## config.mk

```make
export PLATFORM = sky130hd
export DESIGN_NAME = smrw_mulsh
export DESIGN_NICKNAME = d
export VERILOG_FILES = /design/src/smrw_pkg.sv /design/src/smrw_mulsh.sv
export SDC_FILE = /design/constraint.sdc
export NUM_CORES = 2
export LEC_CHECK = 0
export BUFFER_PORTS_ARGS = -buffer_cell sky130_fd_sc_hd__buf_4
export CAP_MARGIN = 10
export CORE_UTILIZATION = 48
export CTS_CLUSTER_DIAMETER = 100
export DETAILED_ROUTE_END_ITERATION = 8
export GPL_TIMING_DRIVEN = 1
export HOLD_SLACK_MARGIN = 0.08
export PLACE_DENSITY = 0.64
export SLEW_MARGIN = 40
export SYNTH_ARGS = -nofsm -noshare
export SYNTH_HDL_FRONTEND = slang
export SYNTH_SLANG_ARGS = --single-unit
export TNS_END_PERCENT = 50
```

## constraint.sdc

```tcl
create_clock -name clk_i -period 10.45 [get_ports clk_i]
set_input_delay 0.5225 -clock clk_i [delete_from_list [all_inputs] [get_ports clk_i]]
set_output_delay 0.5225 -clock clk_i [all_outputs]
set_load 0.01 [all_outputs]
```

## src/smrw_pkg.sv

```systemverilog
// Shared widths, codes and types for the stereo mid/side resonant widener.
// No dependencies; used by smrw_mulsh and the top level.
package smrw_pkg;

  localparam int unsigned SampleW  = 24;
  localparam int unsigned CoefW    = 32;
  localparam int unsigned DelayW   = 40;
  localparam int unsigned NumFilt  = 9;
  localparam int unsigned NumCoef  = 3 * NumFilt;
  localparam int unsigned NumDelay = 2 * NumFilt;
  localparam int unsigned OpAW     = 49;
  localparam int unsigned OpBW     = 33;
  localparam int unsigned CfgW     = 19;
  localparam int unsigned CfgIdxW  = 3;
  localparam int unsigned CoefIdxW = 5;
  localparam int unsigned FiltW    = 4;

  typedef enum logic [1:0] {
    SH16,
    SH28,
    SH30
  } shift_e;

  typedef struct packed {
    logic   start;
    shift_e sh;
  } mul_req_t;

  typedef enum logic [CfgIdxW-1:0] {
    CFG_GAIN_MID     = 3'd0,
    CFG_GAIN_SIDE    = 3'd1,
    CFG_DEPTH_MID    = 3'd2,
    CFG_DEPTH_SIDE   = 3'd3,
    CFG_OUTPUT_LEVEL = 3'd4,
    CFG_NONLIN       = 3'd5,
    CFG_WET_MIX      = 3'd6
  } cfg_reg_e;

endpackage

```

## src/smrw_mulsh.sv

```systemverilog
// Shared multi-cycle multiplier: round(a*b / 2^sh), half away from zero.
// One 32x33 multiplier used twice per product. Depends on smrw_pkg.
module smrw_mulsh (
  input  logic                                 clk_i,
  input  logic                                 rst_ni,
  input  smrw_pkg::mul_req_t                   req_i,
  input  logic signed [smrw_pkg::OpAW-1:0]     a_i,
  input  logic signed [smrw_pkg::OpBW-1:0]     b_i,
  output logic                                 done_o,
  output logic signed [smrw_pkg::OpAW-1:0]     res_o
);
  import smrw_pkg::*;

  localparam int unsigned MagW  = OpAW - 1;
  localparam int unsigned LoW   = 32;
  localparam int unsigned ProdW = LoW + OpBW;
  localparam int unsigned AccW  = ProdW + 1;
  localparam int unsigned FullW = ProdW + LoW;

  logic [MagW-1:0]  ma_q;
  logic [OpBW-1:0]  mb_q;
  logic             neg_q;
  shift_e           sh_q;
  logic [1:0]       ph_q;
  logic             busy_q;
  logic             done_q;
  logic [ProdW-1:0] prod_q;
  logic [AccW-1:0]  acc_q;
  logic [MagW-1:0]  mag_q;

  logic [OpAW-1:0]  a_abs;
  logic [OpBW-1:0]  b_abs;
  logic [LoW-1:0]   opx;
  logic [ProdW-1:0] mprod;
  logic [AccW-1:0]  rnd;
  logic [FullW-1:0] full;
  logic [FullW-1:0] shifted;

  assign a_abs = a_i[OpAW-1] ? -a_i : a_i;
  assign b_abs = b_i[OpBW-1] ? -b_i : b_i;
  assign opx   = (ph_q == 2'd0) ? ma_q[LoW-1:0] : LoW'(ma_q[MagW-1:LoW]);
  assign mprod = ProdW'(opx) * ProdW'(mb_q);
  assign full  = {prod_q, {LoW{1'b0}}} + FullW'(acc_q);

  always_comb begin
    case (sh_q)
      SH16:    rnd = AccW'(1) << 15;
      SH28:    rnd = AccW'(1) << 27;
      SH30:    rnd = AccW'(1) << 29;
      default: rnd = '0;
    endcase
  end

  always_comb begin
    case (sh_q)
      SH16:    shifted = full >> 16;
      SH28:    shifted = full >> 28;
      SH30:    shifted = full >> 30;
      default: shifted = full;
    endcase
  end

  assign res_o  = neg_q ? -$signed({1'b0, mag_q}) : $signed({1'b0, mag_q});
  assign done_o = done_q;

  always_ff @(posedge clk_i or negedge rst_ni) begin
    if (!rst_ni) begin
      ma_q   <= '0;
      mb_q   <= '0;
      neg_q  <= 1'b0;
      sh_q   <= SH16;
      ph_q   <= 2'd0;
      busy_q <= 1'b0;
      done_q <= 1'b0;
      prod_q <= '0;
      acc_q  <= '0;
      mag_q  <= '0;
    end else begin
      done_q <= 1'b0;
      if (req_i.start && !busy_q) begin
        ma_q   <= a_abs[MagW-1:0];
        mb_q   <= b_abs;
        neg_q  <= a_i[OpAW-1] ^ b_i[OpBW-1];
        sh_q   <= req_i.sh;
        ph_q   <= 2'd0;
        busy_q <= 1'b1;
      end else if (busy_q) begin
        case (ph_q)
          2'd0: begin
            prod_q <= mprod;
            ph_q   <= 2'd1;
          end
          2'd1: begin
            acc_q  <= AccW'(prod_q) + rnd;
            prod_q <= mprod;
            ph_q   <= 2'd2;
          end
          default: begin
            mag_q  <= shifted[MagW-1:0];
            busy_q <= 1'b0;
            done_q <= 1'b1;
          end
        endcase
      end
    end
  end

endmodule

```

### Word level (Yosys, flattened, before mapping)

Cells that the tools add are included.

* register bits: 267
* latch bits: 0
* RAM bits: 0
* ROM bits: 0
* input bits: 87
* output and inout port bits: 50
* logic and storage cells: 48
* memories kept: 0

* $add $sub $neg: 5
* multiply operators: 1
* divide/modulo/power cells: 0
* order comparisons: 0
* eq/ne operators: 3
* shifts and indexed selects: 0
* muxes and demuxes: 15
* bitwise logic cells: 3
* reductions and logical operators: 11

Operator list (count)
* $pmux 48 s3: 1
* $pmux 30 s3: 1
* $add 78x66->78: 1
* $add 65x30->66: 1
* $mul 32x33->65: 1
* $mux 49: 1
* $neg 48->49: 1
* $mux 48: 1
* $neg 48->48: 1
* $mux 33: 1
* $neg 33->33: 1
* $mux 32: 1
* $reduce_and 3->1: 3
* $mux 1: 6
* $eq 2x1->1 const B: 2
* $logic_not 2->1: 2
* $mux 2: 2
* $pmux 2 s2: 1
* $reduce_bool 3->1: 1
* $eq 2x2->1 const B: 1
* $not 1->1: 2
* $reduce_and 2->1: 1
* $reduce_bool 2->1: 1
* $reduce_or 2->1: 1
* other kinds (3): 3

### Logic depth before layout (Yosys ltp)

* depth in word-level cells: 5
* depth in mapped cells: 32
* mapped depth without buffers: 29

### Least setup slack after synthesis

OpenSTA, ideal clock, no wires.

* path kind: reg2reg
* from: reg ph_q[1]
* to: reg prod_q[62]
* library setup time: 0.069 ns
* arrival: 8.130 ns
* data required time: 10.381 ns
* path slack: 2.251 ns
* cell stages (with the launch flop): 28
* buffers on the path: 2
* clock period less this slack: 8.199 ns
* cells stage by stage: dfrtp_1 nor2_1 clkbuf_1 mux2_2 clkbuf_1 and2_1 fa_1 inv_1 fa_1 fa_1 fa_1 inv_1 fa_1 fa_1 fa_1 inv_1 fa_1 inv_1 ha_1 a21o_1 a21o_1 a21oi_1 o31ai_1 a2111o_1 nor3_1 o31ai_1 a311o_1 nand3_1

* longest elaborated chain between the ends: 3
* elaborated cells on any way between the ends: 6
* classes of those cells: mul (1); eq/ne (1); mux (1); reduce/logical (3)

RTL lines
* start: declaration: line smrw_mulsh.sv:24 `logic [1:0] ph_q;`
* start signal: assignment: line smrw_mulsh.sv:72 `ph_q <= 2'd0;`
* start signal: assignment: line smrw_mulsh.sv:85 `ph_q <= 2'd0;`
* start signal: assignment: line smrw_mulsh.sv:91 `ph_q <= 2'd1;`
* $logic_not 2->1 or $eq 2x1->1 (tied branches): line smrw_mulsh.sv:41, smrw_mulsh.sv:88
* $mux 32 or $reduce_or 2->1 (tied branches)
* $mul 32x33->65 or $reduce_and 3->1 (tied branches)
* end signal: assignment: line smrw_mulsh.sv:90 `prod_q <= mprod;`
* end signal: assignment: line smrw_mulsh.sv:95 `prod_q <= mprod;`
* end: declaration: line smrw_mulsh.sv:27 `logic [ProdW-1:0] prod_q;`

Several ways; a longest one is shown, not always the timed one.
A chain may end at the register's enable or synchronous reset.

### Final worst setup path

* from: reg ph_q[1]
* to: reg prod_q[63]

Same word-level chain as after synthesis.

==> summary.txt <==
Status
  • Outcome: complete, but fails checks
  • Failing checks: DRC

Yosys
  • Synth Warn #: 0
  • Net Count, Synth: 7,224
  • Post-synth top cells: nand2_1 (1,019), inv_1 (983), fa_1 (927), clkbuf_1 (348), and2_1 (319)
  • Main synth FF type: dfrtp_1
  • #FFs+latches synth: between 200 and 300
  • Share of the synthesized area in the top cell type: a little over a third
  • Avg Cell Area, Syn: ~8.7 µm²
  • Synth Instances: around 5,900
  • Ranking of synthesized cells by area: fa_1 (36%), dfrtp_1 (13%), nand2_1 (7.5%), ha_1 (7.4%), inv_1 (7.2%)
  • Post-synth EDFFs: 0
  • Post-Syn Area: around 51,000 µm²
  • Part of the Yosys area used for sequential elements: between 10% and 20%
  • Async SR Flop Fraction: 100%
  • Cell taking the most area after synthesis: fa_1
  • Cell variety after synth: 79
  • Count leader, synth: nand2_1

Routing
  • Wirelength per Cell: roughly 21 µm
  • DRT antenna net count: 0
  • DRT Pass-1 Iters: 9
  • Drt drc: 16
  • Final WL: around 150,000 µm
  • Initial DRC count: ~3,100
  • Vias per cell: around 5.7
  • Vias post-DR: 40,800

Clock network
  • Hold-fix buffers at CTS: 1
  • Clock tree buffer depth: 3
  • CTS tree: built
  • Worst skew pair latency: ~0.59 ns
  • Setup bufs post-CTS: 0
  • H-tree lvl count: 2
  • CTS Buf Count: 35
  • Sink Count: ~270
  • Clk slew on worst S/H paths: 0.06 ns
  • Root Buffer: clkbuf_16
  • Post-CTS Resized: 0

Critical path
  • Critical Path Start Type: flip-flop
  • CP max FO: 56
  • Crit. End Element: flip-flop
  • WP data arrival: 10.14 ns
  • Critical path class: flip-flop to flip-flop
  • WP data required: around 11 ns

Global routing
  • First-pass GRT wire length: roughly 240,000 µm
  • Antenna violations before repair: 5
  • Largest net degree at the start of global routing: roughly 110
  • Number of global-route vias before repair: ~42,000
  • Grt total ovfl: 0
  • Total track usage: between 20% and 30%
  • Met1 Resource Use GR: between 40% and 50%
  • Grt met3 use: 4.99%
  • Busiest grt layer: met2
  • Met2 Use GR: a little under half

STA
  • Period minus WS final: 9.62 ns
  • Total negative slack: 0 ns
  • Worst Skew: 0.0269 ns
  • Least-Margin Pin Slew: a little over 1 ns
  • Final Hold Fails: 0
  • Final Max Slew Viols: 0
  • Slew margin rel.: 32.9%
  • Tcrit/Tclk final: 92.1%
  • Max Fclk: roughly 0.10 GHz
  • Final setup fails: 0
  • RSZ-0062 raised after global routing: no

Layout
  • Fillers: between 9,000 and 10,000
  • Nets@finish: about 7,100
  • Synthesis-to-layout area growth: 6.55%
  • Fraction of layout instances using a drive strength above 1: around 6.4%

Hold path
  • HP Class: primary input to flip-flop

Die
  • Initial core utilization: 48.6%
  • Die H: 329 µm
  • I/O pin total: 137
  • Die W: approximately 330 µm
  • Core ar.: 106,000 µm²
  • Site Rows: ~120
  • DIE AREA: ~110,000 µm²

Flow run
  • Max-cap violation count: 0

Placed design
  • Post-DP HPWL: between 100,000 and 150,000 µm
  • Gpl congestion: between 0.9 and 1
  • PortBufs: 136
[cells by family (layout without fill, tap and decap cells)]
kind of cell             Yosys count  count (layout)  share of synthesized area, %
XOR/XNOR                         259             259                          4.42
flip-flops                       267             267                          13.0
adder cells (fa/ha/maj)         1232            1232                          43.6
AND/OR/NAND/NOR                 1953            1953                          18.2
buffers and inverters           1351            1266                          9.89
AO/OA/AOI/OAI                    793             793                          9.66
multiplexers                      50              50                          1.24
other                              0               2                             0
[critical path: stages, from the launching register on]
cell and delay [ns]:
dfrtp_1 0.46, nor2_4 0.67, buf_12 0.33, and2_1 0.55
buf_4 0.40, nand2_1 0.13, fa_1 0.57, inv_1 0.05
fa_1 0.53, fa_1 0.46, fa_1 0.56, fa_1 0.53
fa_1 0.52, fa_1 0.49, ha_1 0.31, ha_1 0.47
nand2_1 0.11, o21ai_0 0.38, a2111oi_0 0.21, a21oi_1 0.40
o2111ai_1 0.39, and2_1 0.34, a211o_1 0.29, a211o_1 0.30
nand3_1 0.07
[metrics by stage]
stage | hold slack, ns | cell area, µm² | worst slack, ns | std cells | utilization [%]
2_1_floorplan | 0.227 | 51300 | 2.25 | 5905 | -
3_3_place_gp | 0.460 | 53400 | 0.659 | 7149 | 50.5
3_5_place_dp | 0.466 | 53400 | 0.893 | 7149 | 50.5
4_1_cts | 0.114 | 54700 | 0.862 | 7211 | 51.7
5_1_grt | 0.164 | 54700 | 0.369 | 7212 | 51.7
6_report | 0.144 | 54700 | 0.825 | 7213 | 51.7
[cells in the final DEF (no fill, tap or decap), drive strengths merged, types with 6 or more instances in the layout]
cell type / instances
a221oi: 8
nand3b: 6
mux4: 7
a21boi: 6
mux2i: 6
o21ai: 302
nand4: 46
and4: 7
clkinv: 10
and3: 218
nand3: 65
o211ai: 17
xnor2: 124
a211o: 7
fa: 927
nor4: 17
nand2b: 13
o21a: 15
nor2b: 13
a21oi: 155
or3: 24
xor2: 135
and2: 323
dfrtp: 267
o31ai: 59
buf: 219
ha: 305
a211oi: 37
nor2: 138
nor3: 33
a31oi: 17
o41ai: 24
inv: 985
a311oi: 7
a21o: 57
mux2: 37
or4: 13
clkbuf: 45
nand2: 1019
o21bai: 34
[registers in the layout, summed over array words and instances (netlist names)]
register,cells
prod_q,65
ma_q,48
ph_q,2
mb_q,33
neg_q,1
acc_q,66
sh_q,2
busy_q,1
done_o,1
mag_q,48
[path summary, 6_finish.rpt]
kind / slack (ns) / cells past startpoint / end / startpoint
worst max register to register: 0.83 / 24 / prod_q[63] / ph_q[1]
min in group asynchronous: 0.54 / 2 / done_o / rst_ni
worst min register to register: 0.48 / 2 / ma_q[39] / ma_q[39]
worst max-delay path: 0.83 / 24 / prod_q[63] / ph_q[1]
max in group asynchronous: 8.24 / 4 / acc_q[61] / rst_ni
worst min-delay path: 0.14 / 3 / sh_q[0] / req_i[0]
[metal layers]
| layer | wire length (µm) | vias to the layer above |
|---|---|---|
| met5 | 13 | - |
| met4 | 5340 | 2 |
| met3 | 12100 | 306 |
| met2 | 71900 | 1556 |
| met1 | 65300 | 20700 |
| li1 | - | 18300 |
[final cells by class]
type                            instances  area [µm²]  area share [%]
Antenna cell                            2        5.00         0.00915
Clock buffer                           45         983            1.80
Clock inverter                         16         233           0.425
Inverter                              985        3700            6.76
Multi-Input combinational cell       4287       39600            72.5
Sequential cell                       267        6710            12.3
Tap cell                             1391        1740            3.18
Timing Repair Buffer                  220        1700            3.11
Power is left out: the tool's default activity adds up to more than one toggle a clock period on the data nets, which glitch-free logic cannot reach.
